$ cat config.mk
export PLATFORM = sky130hd
export DESIGN_NAME = scaled_decimal_number_encoder
export DESIGN_NICKNAME = d
export VERILOG_FILES = /design/src/rtl/core/sdne_pkg.sv /design/src/rtl/core/sdne_bcd_conv.sv /design/src/rtl/core/sdne_out_stage.sv /design/src/rtl/core/scaled_decimal_number_encoder.sv
export SDC_FILE = /design/constraint.sdc
export NUM_CORES = 1
export LEC_CHECK = 0
export ABC_CLOCK_PERIOD_IN_PS = 8600
export BUFFER_PORTS_ARGS = -buffer_cell sky130_fd_sc_hd__buf_2
export CAP_MARGIN = 0
export CORE_MARGIN = 10
export CORE_UTILIZATION = 35
export CTS_BUF_LIST = sky130_fd_sc_hd__clkbuf_4
export CTS_CLUSTER_DIAMETER = 40
export DETAILED_ROUTE_END_ITERATION = 12
export PLACE_DENSITY = 0.55
export SYNTH_ARGS = -nofsm -noshare
export SYNTH_HDL_FRONTEND = slang
export SYNTH_SLANG_ARGS = --single-unit
$ cat constraint.sdc
create_clock -name clk -period 8.6 [get_ports clk]
set_clock_uncertainty 0.05 [all_clocks]
set_input_delay 0.86 -clock clk [delete_from_list [all_inputs] [get_ports clk]]
set_output_delay 0.86 -clock clk [all_outputs]
set_load 0.01 [all_outputs]
$ cat src/rtl/core/sdne_pkg.sv
// ----------------------------------------------------------------------------
// sdne_pkg: shared types and constants of the scaled decimal number encoder
// Payload structs, sequencer controls, byte kinds and encoding constants.
// ----------------------------------------------------------------------------
package sdne_pkg;

  // Magnitude width that the conversion honors; 64 drops the upper half
  localparam int MAG_BITS           = 128;
  localparam int MAX_MANTISSA_PAIRS = 20;

  // Conversion runs over both 64-bit halves, one bit a cycle
  localparam int CONV_STEPS = 128;
  localparam int CNT_W      = $clog2(CONV_STEPS);

  // Base-100 pairs held in the BCD register (39 digits plus alignment fit)
  localparam int NUM_PAIRS = 22;
  localparam int BCD_W     = 8 * NUM_PAIRS;
  localparam int PIDX_W    = $clog2(NUM_PAIRS + 1);

  // Encoding constants
  localparam logic [7:0] BYTE_ZERO     = 8'h80;
  localparam logic [7:0] EXP_POS_BIAS  = 8'hC1;
  localparam logic [7:0] EXP_NEG_BIAS  = 8'h3E;
  localparam logic [7:0] NEG_MANT_BASE = 8'd101;
  localparam logic [7:0] TERM_BYTE     = 8'd102;

  typedef struct packed {
    logic [63:0] magnitude_hi;
    logic [63:0] magnitude_lo;
    logic        negative;
    logic [5:0]  scale;
  } num_t;

  typedef struct packed {
    logic [7:0] out_byte;
    logic       last;
    logic       too_long;
  } enc_t;

  typedef enum logic [2:0] {
    KIND_ZERO,
    KIND_ERR,
    KIND_EXP,
    KIND_MANT,
    KIND_TERM
  } byte_kind_t;

  // Commands from the sequencer to the BCD register
  typedef struct packed {
    logic load;
    logic step;
    logic digit_shift;
    logic rotate;
  } conv_ctrl_t;

  // Request to load the next byte into the output register
  typedef struct packed {
    logic       push;
    byte_kind_t kind;
    logic       last;
  } fmt_req_t;

  // Value 0..99 of one packed BCD digit pair
  function automatic logic [6:0] pair_value(input logic [7:0] bcd);
    logic [6:0] tens;
    logic [6:0] ones;
    tens = {3'b000, bcd[7:4]};
    ones = {3'b000, bcd[3:0]};
    return (tens << 3) + (tens << 1) + ones;
  endfunction

endpackage

$ cat src/rtl/core/sdne_bcd_conv.sv
// ----------------------------------------------------------------------------
// sdne_bcd_conv: bit-serial binary to BCD conversion register
// Shifts the magnitude in one bit a cycle with add-3 digit correction, then
// aligns by one digit and rotates pair by pair for scanning and output.
// ----------------------------------------------------------------------------
module sdne_bcd_conv (
  input  logic                 clk,
  input  sdne_pkg::conv_ctrl_t ctrl,
  input  logic [63:0]          magnitude_hi,
  input  logic [63:0]          magnitude_lo,
  output logic [7:0]           top_pair
);

  localparam logic HI_USED = (sdne_pkg::MAG_BITS > 64);

  logic [127:0]               bin;
  logic [sdne_pkg::BCD_W-1:0] bcd;
  logic [sdne_pkg::BCD_W-1:0] bcd_adj;

  // Correct every digit of 5 or more before the doubling shift
  always_comb begin
    for (int d = 0; d < 2 * sdne_pkg::NUM_PAIRS; d++) begin
      bcd_adj[4*d +: 4] = (bcd[4*d +: 4] >= 4'd5) ? bcd[4*d +: 4] + 4'd3 : bcd[4*d +: 4];
    end
  end

  // Load, convert, align and rotate
  always_ff @(posedge clk) begin
    if (ctrl.load) begin
      bin <= {magnitude_hi & {64{HI_USED}}, magnitude_lo};
      bcd <= '0;
    end else if (ctrl.step) begin
      bin <= {bin[126:0], 1'b0};
      bcd <= {bcd_adj[sdne_pkg::BCD_W-2:0], bin[127]};
    end else if (ctrl.digit_shift) begin
      bcd <= {bcd[sdne_pkg::BCD_W-5:0], 4'h0};
    end else if (ctrl.rotate) begin
      bcd <= {bcd[sdne_pkg::BCD_W-9:0], bcd[sdne_pkg::BCD_W-1 -: 8]};
    end
  end

  assign top_pair = bcd[sdne_pkg::BCD_W-1 -: 8];

endmodule

$ cat src/rtl/core/sdne_out_stage.sv
// ----------------------------------------------------------------------------
// sdne_out_stage: byte formatting and output register
// Forms the exponent, mantissa, terminator, zero or error byte and holds it
// until the downstream side takes the transfer.
// ----------------------------------------------------------------------------
module sdne_out_stage (
  input  logic                       clk,
  input  logic                       rst,
  input  sdne_pkg::fmt_req_t         req,
  input  logic                       negative,
  input  logic [sdne_pkg::PIDX_W-1:0] top,
  input  logic [5:0]                 half_scale,
  input  logic [7:0]                 pair_bcd,
  output logic                       free,
  output logic                       enc_valid,
  input  logic                       enc_ready,
  output sdne_pkg::enc_t             enc
);

  logic [7:0]     expo;
  logic [7:0]     pair;
  sdne_pkg::enc_t enc_next;

  // Exponent wraps modulo 256
  assign expo = 8'(top) - 8'd1 - {2'b00, half_scale};
  assign pair = {1'b0, sdne_pkg::pair_value(pair_bcd)};
  assign free = !enc_valid || enc_ready;

  // Select the byte for this request
  always_comb begin
    enc_next.last     = req.last;
    enc_next.too_long = 1'b0;
    case (req.kind)
      sdne_pkg::KIND_ZERO: enc_next.out_byte = sdne_pkg::BYTE_ZERO;
      sdne_pkg::KIND_ERR: begin
        enc_next.out_byte = 8'd0;
        enc_next.too_long = 1'b1;
      end
      sdne_pkg::KIND_EXP:
        enc_next.out_byte = negative ? sdne_pkg::EXP_NEG_BIAS - expo
                                     : sdne_pkg::EXP_POS_BIAS + expo;
      sdne_pkg::KIND_MANT:
        enc_next.out_byte = negative ? sdne_pkg::NEG_MANT_BASE - pair : pair + 8'd1;
      sdne_pkg::KIND_TERM: enc_next.out_byte = sdne_pkg::TERM_BYTE;
      default:             enc_next.out_byte = 8'd0;
    endcase
  end

  // Hold the byte until the transfer completes
  always_ff @(posedge clk) begin
    if (rst) begin
      enc_valid <= 1'b0;
    end else if (req.push) begin
      enc_valid <= 1'b1;
    end else if (enc_ready) begin
      enc_valid <= 1'b0;
    end
    if (req.push) begin
      enc <= enc_next;
    end
  end

endmodule

$ cat src/rtl/core/scaled_decimal_number_encoder.sv
// ----------------------------------------------------------------------------
// scaled_decimal_number_encoder: base-100 variable-length number encoder
// Converts a signed, scaled 128-bit magnitude to an exponent byte and
// base-100 mantissa bytes, trimming zero pairs at both ends.
// ----------------------------------------------------------------------------
// Sequence: bit-serial conversion (one magnitude bit each), a digit-align
// step, a scan of all 22 pairs, alignment by up to 21 rotates, then one byte
// per cycle (1 to 21 bytes) while the output register is free; an output
// stall holds the sequencer until the byte is taken.
// Throughput: one item at a time, taken again once the last byte is loaded;
// the bit-serial BCD register sets the pace. Reset: sequencer and valid clear.
// ----------------------------------------------------------------------------
module scaled_decimal_number_encoder (
  input  logic           clk,
  input  logic           rst,
  input  logic           num_valid,
  output logic           num_ready,
  input  sdne_pkg::num_t num,
  output logic           enc_valid,
  input  logic           enc_ready,
  output sdne_pkg::enc_t enc
);

  typedef enum logic [2:0] {
    S_IDLE,
    S_CONV,
    S_DIGIT,
    S_SCAN,
    S_ALIGN,
    S_HEAD,
    S_MANT,
    S_TERM
  } state_t;

  state_t                      state;
  logic [sdne_pkg::CNT_W-1:0]  cnt;
  logic                        negative;
  logic                        odd;
  logic [5:0]                  half_scale;
  logic [sdne_pkg::PIDX_W-1:0] top;
  logic [sdne_pkg::PIDX_W-1:0] bot;
  logic                        found;
  logic [sdne_pkg::PIDX_W-1:0] rem;

  sdne_pkg::conv_ctrl_t        ctrl;
  sdne_pkg::fmt_req_t          req;
  logic [7:0]                  top_pair;
  logic                        free;
  logic                        accept;
  logic [sdne_pkg::PIDX_W-1:0] scan_idx;
  logic [sdne_pkg::PIDX_W-1:0] align_need;
  logic                        align_more;
  logic [sdne_pkg::PIDX_W-1:0] mant;
  logic                        is_zero;
  logic                        is_long;
  logic                        term_needed;
  logic [6:0]                  scale_up;

  assign num_ready   = (state == S_IDLE);
  assign accept      = num_valid && num_ready;
  assign scan_idx    = sdne_pkg::PIDX_W'(sdne_pkg::NUM_PAIRS - 1)
                       - cnt[sdne_pkg::PIDX_W-1:0];
  assign align_need  = sdne_pkg::PIDX_W'(sdne_pkg::NUM_PAIRS) - top;
  assign align_more  = (top != '0) && (cnt[sdne_pkg::PIDX_W-1:0] != align_need);
  assign mant        = top - bot;
  assign is_zero     = (top == '0);
  assign is_long     = (mant > sdne_pkg::PIDX_W'(sdne_pkg::MAX_MANTISSA_PAIRS));
  assign term_needed = negative && (mant < sdne_pkg::PIDX_W'(sdne_pkg::MAX_MANTISSA_PAIRS));
  assign scale_up    = {1'b0, num.scale} + 7'd1;

  // Drive the BCD register commands
  always_comb begin
    ctrl.load        = accept;
    ctrl.step        = (state == S_CONV);
    ctrl.digit_shift = (state == S_DIGIT) && odd;
    ctrl.rotate      = (state == S_SCAN) || ((state == S_ALIGN) && align_more)
                       || ((state == S_MANT) && free);
  end

  // Request output bytes
  always_comb begin
    req.push = 1'b0;
    req.kind = sdne_pkg::KIND_EXP;
    req.last = 1'b0;
    case (state)
      S_HEAD: begin
        req.push = free;
        if (is_zero) begin
          req.kind = sdne_pkg::KIND_ZERO;
          req.last = 1'b1;
        end else if (is_long) begin
          req.kind = sdne_pkg::KIND_ERR;
          req.last = 1'b1;
        end
      end
      S_MANT: begin
        req.push = free;
        req.kind = sdne_pkg::KIND_MANT;
        req.last = (rem == sdne_pkg::PIDX_W'(1)) && !term_needed;
      end
      S_TERM: begin
        req.push = free;
        req.kind = sdne_pkg::KIND_TERM;
        req.last = 1'b1;
      end
      default: ;
    endcase
  end

  // Sequence conversion, scan, alignment and output
  always_ff @(posedge clk) begin
    if (rst) begin
      state <= S_IDLE;
      cnt   <= '0;
      found <= 1'b0;
      top   <= '0;
      bot   <= '0;
      rem   <= '0;
    end else begin
      case (state)
        S_IDLE: begin
          if (accept) begin
            negative   <= num.negative;
            odd        <= num.scale[0];
            half_scale <= scale_up[6:1];
            cnt        <= '0;
            found      <= 1'b0;
            top        <= '0;
            bot        <= '0;
            state      <= S_CONV;
          end
        end
        S_CONV: begin
          cnt <= cnt + 1'b1;
          if (cnt == sdne_pkg::CNT_W'(sdne_pkg::CONV_STEPS - 1)) begin
            state <= S_DIGIT;
          end
        end
        S_DIGIT: begin
          cnt   <= '0;
          state <= S_SCAN;
        end
        S_SCAN: begin
          // Highest nonzero pair sets top, lowest sets bot
          if (top_pair != 8'd0) begin
            if (!found) begin
              top   <= scan_idx + 1'b1;
              found <= 1'b1;
            end
            bot <= scan_idx;
          end
          if (cnt == sdne_pkg::CNT_W'(sdne_pkg::NUM_PAIRS - 1)) begin
            cnt   <= '0;
            state <= S_ALIGN;
          end else begin
            cnt <= cnt + 1'b1;
          end
        end
        S_ALIGN: begin
          if (align_more) begin
            cnt <= cnt + 1'b1;
          end else begin
            state <= S_HEAD;
          end
        end
        S_HEAD: begin
          if (free) begin
            rem   <= mant;
            state <= (is_zero || is_long) ? S_IDLE : S_MANT;
          end
        end
        S_MANT: begin
          if (free) begin
            rem <= rem - 1'b1;
            if (rem == sdne_pkg::PIDX_W'(1)) begin
              state <= term_needed ? S_TERM : S_IDLE;
            end
          end
        end
        S_TERM: begin
          if (free) begin
            state <= S_IDLE;
          end
        end
        default: state <= S_IDLE;
      endcase
    end
  end

  sdne_bcd_conv u_conv (
    .clk          (clk),
    .ctrl         (ctrl),
    .magnitude_hi (num.magnitude_hi),
    .magnitude_lo (num.magnitude_lo),
    .top_pair     (top_pair)
  );

  sdne_out_stage u_out (
    .clk        (clk),
    .rst        (rst),
    .req        (req),
    .negative   (negative),
    .top        (top),
    .half_scale (half_scale),
    .pair_bcd   (top_pair),
    .free       (free),
    .enc_valid  (enc_valid),
    .enc_ready  (enc_ready),
    .enc        (enc)
  );

endmodule
-- Word level (Yosys, flattened, before mapping)
Index checks and enable logic that the tools add are counted.
- bits in registers: 349
- bits in latches: 0
- RAM bits: 0
- bits in read-only memories: 0
- input bits: 139
- output and inout port bits: 12
- logic and storage cells: 262
- memories kept: 0
- $add $sub $neg: 59
- multipliers: 0
- div/mod/pow operators: 0
- order comparisons: 46
- equal/unequal tests: 26
- shift-type cells: 0
- muxes and demuxes: 85
- bitwise logic cells: 1
- reductions and logical operators: 30
- operator list (cell ; count):
    $mux 176 ; 3
    $mux 128 ; 2
    $ge 4x3->1 const B ; 44
    $add 4x2->4 const B ; 43
    $mux 4 ; 43
    $mux 3 ; 13
    $pmux 7 s5 ; 1
    $pmux 8 s4 ; 1
    $mux 5 ; 6
    $pmux 5 s2 ; 3
    $pmux 3 s8 ; 1
    $mux 7 ; 3
    $mux 8 ; 2
    $eq 3x3->1 const B ; 5
    $pmux 5 s3 ; 1
    $eq 3x2->1 const B ; 4
    $ne 2x2->1 const B ; 6
    $reduce_and 3->1 ; 4
    $ne 2x1->1 const B ; 5
    $reduce_bool 5->1 ; 2
    $sub 5x5->5 const A ; 2
    $add 7x1->8 const B ; 1
    $add 8x8->8 const A ; 1
    $reduce_and 8->1 ; 1
    31 further kinds ; 50

-- Depth between registers and ports, before layout
- depth in word-level cells: 9
- mapped depth: 13
- gate-level depth less buffers: 13

-- Modules after synthesis
From an unflattened synthesis, not the netlist that was laid out.
- cells, all modules: 2419
- area total of the unflattened synthesis: 22674.2 um^2
- modules (own cells, without submodules) (module ; times used ; cells each ; area an instance (um^2) ; sequential area each (um^2)):
    sdne_bcd_conv ; 1 ; 1957 ; 18798.0 ; 7367.1
    scaled_decimal_number_encoder ; 1 ; 290 ; 2411.1 ; 760.7
    sdne_out_stage ; 1 ; 172 ; 1465.2 ; 320.3

-- Least setup slack after synthesis
Ideal clock, no wire load.
- kind: reg-to-reg
- start point: reg state[1]
- end point: reg u_conv.bin[0], enable pin
- setup time: 1.108 ns
- arrival time: 3.765 ns
- data required time: 7.442 ns
- setup slack: 3.677 ns
- stages on the path, launching flop included: 9
- buffers on the path: 5
- period minus slack after synthesis: 4.923 ns
- cell sequence: dfxtp_1 > buf_2 > nand2b_1 > clkbuf_1 > or2_2 > clkbuf_1 > clkbuf_1 > clkbuf_1 > nand2_1
- cells in the longest elaborated chain, start to end: 3
- elaborated cells between the ends (all ways): 4
- those cells by class: eq/ne: 1; reduce/logical: 3
- ends and longest elaborated chain (element ; line ; source):
    start, declared ; scaled_decimal_number_encoder.sv:35 ; state_t state;
    start signal, assigned ; scaled_decimal_number_encoder.sv:169 ; state <= (is_zero || is_long) ? S_IDLE : S_MANT;
    start signal, assigned ; scaled_decimal_number_encoder.sv:176 ; state <= term_needed ? S_TERM : S_IDLE;
    $logic_not 3->1 ; scaled_decimal_number_encoder.sv:59 ; assign num_ready = (state == S_IDLE);
    $logic_and 1x1->1 ; scaled_decimal_number_encoder.sv:60 ; assign accept = num_valid && num_ready;
    $reduce_bool 2->1 (no source line) (*) ; n/a ;
    end signal, assigned ; sdne_bcd_conv.sv:30 ; bin <= {magnitude_hi & {64{HI_USED}}, magnitude_lo};
    end signal, assigned ; sdne_bcd_conv.sv:33 ; bin <= {bin[126:0], 1'b0};
    end, declared ; sdne_bcd_conv.sv:16 ; logic [127:0] bin;
Every way passes the cells marked *; elsewhere a longest branch is shown, timed or not.
A chain may end at the register's enable or synchronous reset.

-- Worst setup path in the final report
- start point: reg top[0] (netlist bit)
- end point: reg u_conv.bcd[163] (netlist bit)
- cells in the longest elaborated chain, start to end: 7
- elaborated cells between the ends (all ways): 8
- those cells by class: add/sub: 1; eq/ne: 1; reduce/logical: 6
- ends and longest elaborated chain (element ; line ; source):
    start, declared ; scaled_decimal_number_encoder.sv:40 ; logic [sdne_pkg::PIDX_W-1:0] top;
    start signal, assigned ; scaled_decimal_number_encoder.sv:147 ; top <= scan_idx + 1'b1;
    $sub 5x5->5 ; scaled_decimal_number_encoder.sv:63 ; assign align_need = sdne_pkg::PIDX_W'(sdne_pkg::NUM_PAIRS) - top;
    $ne 5x5->1 ; scaled_decimal_number_encoder.sv:64 ; assign align_more = (top != '0) && (cnt[sdne_pkg::PIDX_W-1:0] != align_need);
    $logic_and 1x1->1 (*) ; scaled_decimal_number_encoder.sv:64 ;
    $logic_and 1x1->1 (*) ; scaled_decimal_number_encoder.sv:76 ; ctrl.rotate = (state == S_SCAN) || ((state == S_ALIGN) && align_more)
    $logic_or 1x1->1 (*) ; scaled_decimal_number_encoder.sv:76 ;
    $logic_or 1x1->1 (*) ; scaled_decimal_number_encoder.sv:77 ; || ((state == S_MANT) && free);
    $reduce_bool 3->1 (no source line) (*) ; n/a ;
    end signal, assigned ; sdne_bcd_conv.sv:34 ; bcd <= {bcd_adj[sdne_pkg::BCD_W-2:0], bin[127]};
    end signal, assigned ; sdne_bcd_conv.sv:36 ; bcd <= {bcd[sdne_pkg::BCD_W-5:0], 4'h0};
    end signal, assigned ; sdne_bcd_conv.sv:38 ; bcd <= {bcd[sdne_pkg::BCD_W-9:0], bcd[sdne_pkg::BCD_W-1 -: 8]};
    end, declared ; sdne_bcd_conv.sv:17 ; logic [sdne_pkg::BCD_W-1:0] bcd;
Marked as above.

==> impl_metrics.csv <==
group,metric,value,unit
global_routing,grt.total_usage,0.1535,
drt,drt_iter0_drc,1428,
timing,worst_pin_slew,1.135,ns
placement,gp_congestion,0.8082,
clocking,clkLatencyLatePin,0.88,ns
clocking,cts_root_buf,"clkbuf_4",
clocking,cts_buffers,99,
floorplan,rows,91,
global_routing,grt_overflow,0,
finish,final_nets,3111,
clocking,cts_sinks,349,
clocking,cts.path.max_buffers,3,
global_routing,antenna_found_initial,5,
logic_synthesis,syn_area,0.02200,mm2
floorplan,die_x,270.7,um
worst_setup_path,worstSetupStartpointType,"register",
timing,relSlewSlack,0.2431,
power,leakage,0.009638,uW
floorplan,start_util,0.3552,
timing,tns,0,ns
logic_synthesis,synth_top_family_by_area,"simple AND/OR/NAND/NOR gates",
logic_synthesis,synthAdderAreaFrac,0.07246,
drt,finalWirelength,58280,um
logic_synthesis,ys_async_sr_fraction,0,
timing,period_minus_slack,3.951,ns
drt,drc,0,
logic_synthesis,synth_seq_cells,349,
worst_setup_path,worstSetupPathType,"reg2reg",
floorplan,coreArea,0.06194,mm2
hold_path,hold_path_class,"in2reg",
placement,dp_hpwl,36280,um
timing,finalMaxSlewViolations,0,
logic_synthesis,synth_fp_nets,3030,
logic_synthesis,syn_avg_cell_area,7.953,um2
logic_synthesis,ys_types,60,
logic_synthesis,synth_warnings,0,
logic_synthesis,muxShareOfSynthArea,0.02093,
drt,vias_per_cell,5.236,
clocking,cts_setup_buffers,0,
worst_setup_path,crit_fanout,106,
logic_synthesis,yosys.area_share.simple,0.2183,
power,max-vdd-ir-drop,0.0001900,V
logic_synthesis,yosysSeqAreaShare,0.3840,
logic_synthesis,synth_xor_xnor_area_share,0.05614,
global_routing,grt_max_degree,231,
clocking,ctsHoldBuffers,0,
finish,fin_area,0.02451,mm2
timing,rsz0062_at_grt,"no",
finish,fill_cells,6440,
worst_setup_path,required,9.22,ns
timing,setup_viol,0,
clocking,path_clk_slew,0.07,ns
placement,placed_area,0.02320,mm2
finish,most-common-layout-cells,"nand2_1 (794), a21oi_1 (238), dfxtp_1 (203), o211ai_1 (171)",
timing,finalHoldViolCount,0,
outcome,status,"finished, final reports clean",
logic_synthesis,synth_ff_type,"dfxtp_1",
worst_setup_path,cp.arrival,4.57,ns
placement,io_buffers,150,
logic_synthesis,synth-compound-area-share,0.1914,
floorplan,dieArea,0.07328,mm2
worst_setup_path,reg2regPathDepth,10,
floorplan,ioPinCount,151,
worst_setup_path,cp-end-kind,"register",
clocking,htree_levels,3,
finish,mostFrequentLayoutCell,"nand2_1",
timing,fmax,253.1,MHz
logic_synthesis,syn_inst,2766,
drt,dr.pass1.iters,5,
power,p_per_area,343.1,mW/mm2
global_routing,grt_pass1_vias,19360,
clocking,cts_tree,"yes",
drt,antenna_left,0,
drt,wire_per_inst,15.48,um
job,drv_cap,0,
timing,fin_crit_sh,0.4595,
finish,area_growth,11.40,%
hold_path,hold_path_depth,1,
clocking,post_cts_resized,0,
global_routing,grt_pass1_wl,97260,um
floorplan,die_h,270.7,um
logic_synthesis,synth_edf_count,146,
drt,vias,19710,
finish,drive_gt1_frac,0.1163,
==> power breakdown <==
part | internal (uW) | switching, uW
sequential | 2530 | 567
clock | 806 | 769
combinational | 1380 | 2360
total | 4720 | 3690
==> logic make-up (layout without fill, tap and decap cells) <==
family,after synthesis,in the layout
AND/OR/NAND/NOR,1133,1133
multiplexers,46,46
buffers and inverters,307,465
flip-flops,349,349
XOR/XNOR,141,141
other,0,4
adder cells (fa/ha/maj),125,125
AO/OA/AOI/OAI,665,665
==> routing by layer <==
layer,vias to the layer above,global-route usage,part of all wire
met2,453,0.2444,0.45
met1,9320,0.2014,0.47
met4,4,0.05248,0.022
met3,105,0.03546,0.059
li1,9831,-,-
met5,-,0,0.00053
==> state kept, by name (all words and copies together) (netlist names) <==
name,flops
half_scale,6
odd,1
cnt,7
u_conv.bin,128
u_out.enc,10
found,1
state,3
rem,5
bot,5
negative,1
u_conv.bcd,176
top,5
u_out.enc_valid,1
==> per-stage QoR <==
stage                     utilization  instances  hold slack, ns  worst slack [ns]  power [uW]
after CTS                      0.3955       3761         0.04560             4.590        8490
after global placement         0.3746       3583          0.4198             4.694        6755
final                          0.3957       3765          0.1489             4.649        8409
after global routing           0.3956       3764         0.06137             4.199        9187
after detailed placement       0.3746       3583          0.4279             4.642        6863
after floorplan                     -       2766          0.3903             3.677        5986
==> synth_stat cells, types with 3 or more instances <==
| cell | number | area, um2 |
|---|---|---|
| nand2_1 | 796 | 2988 |
| a21oi_1 | 238 | 1191 |
| dfxtp_1 | 203 | 4064 |
| o211ai_1 | 171 | 1284 |
| edfxtp_1 | 146 | 4384 |
| clkbuf_1 | 138 | 518.0 |
| inv_1 | 122 | 457.9 |
| ha_1 | 121 | 1514 |
| o21ai_0 | 101 | 505.5 |
| nand3_1 | 98 | 490.5 |
| nor2_1 | 95 | 356.6 |
| xnor2_1 | 79 | 691.9 |
| xor2_1 | 62 | 543.0 |
| a211oi_1 | 52 | 390.4 |
| nand2b_1 | 52 | 325.3 |
| nor3b_1 | 47 | 352.8 |
| a311oi_1 | 46 | 402.9 |
| mux2i_1 | 46 | 460.4 |
| buf_4 | 18 | 135.1 |
| buf_2 | 15 | 75.07 |
| nor3_1 | 15 | 75.07 |
| o22ai_1 | 12 | 75.07 |
| buf_1 | 11 | 41.29 |
| a31oi_1 | 9 | 56.30 |
| a21o_1 | 5 | 37.54 |
| and3_1 | 5 | 31.28 |
| a22oi_1 | 4 | 30.03 |
| fa_1 | 4 | 80.08 |
| nor4_1 | 4 | 25.02 |
| a221oi_1 | 3 | 26.28 |
| and2_1 | 3 | 18.77 |
| nor2b_1 | 3 | 18.77 |
| nor4b_1 | 3 | 26.28 |
| or2_2 | 3 | 18.77 |
==> worst max-delay path, cell delays in order (launching register included) <==
cell	delay, ns
dfxtp_1	0.46
inv_1	0.10
ha_1	0.36
xor2_1	0.16
nand2_1	0.08
o41ai_2	0.51
o221a_4	0.75
buf_4	0.93
a311oi_1	0.08
a21oi_1	0.18
nor2_1	0.07
==> final timing paths <==
check | from | end | slack [ns]
setup / recovery | top[0] | u_conv.bcd[163] | 4.65
hold / removal | num[6] | negative | 0.15
setup reg to reg | top[0] | u_conv.bcd[163] | 4.65
hold reg to reg | u_conv.bin[16] | u_conv.bin[17] | 0.43
==> layout make-up <==
type                            count  area [um2]  share of cell area
Multi-Input combinational cell   2110       12370              0.5046
Clock buffer                      150        1126             0.04595
Tap cell                          837        1047             0.04273
Clock inverter                     28       166.4            0.006790
Sequential cell                   349        8448              0.3447
Timing Repair Buffer              164       880.8             0.03594
Inverter                          123       461.7             0.01884
Antenna cell                        4       10.01           0.0004084
Note: power is estimated with default switching activity, not from simulation.
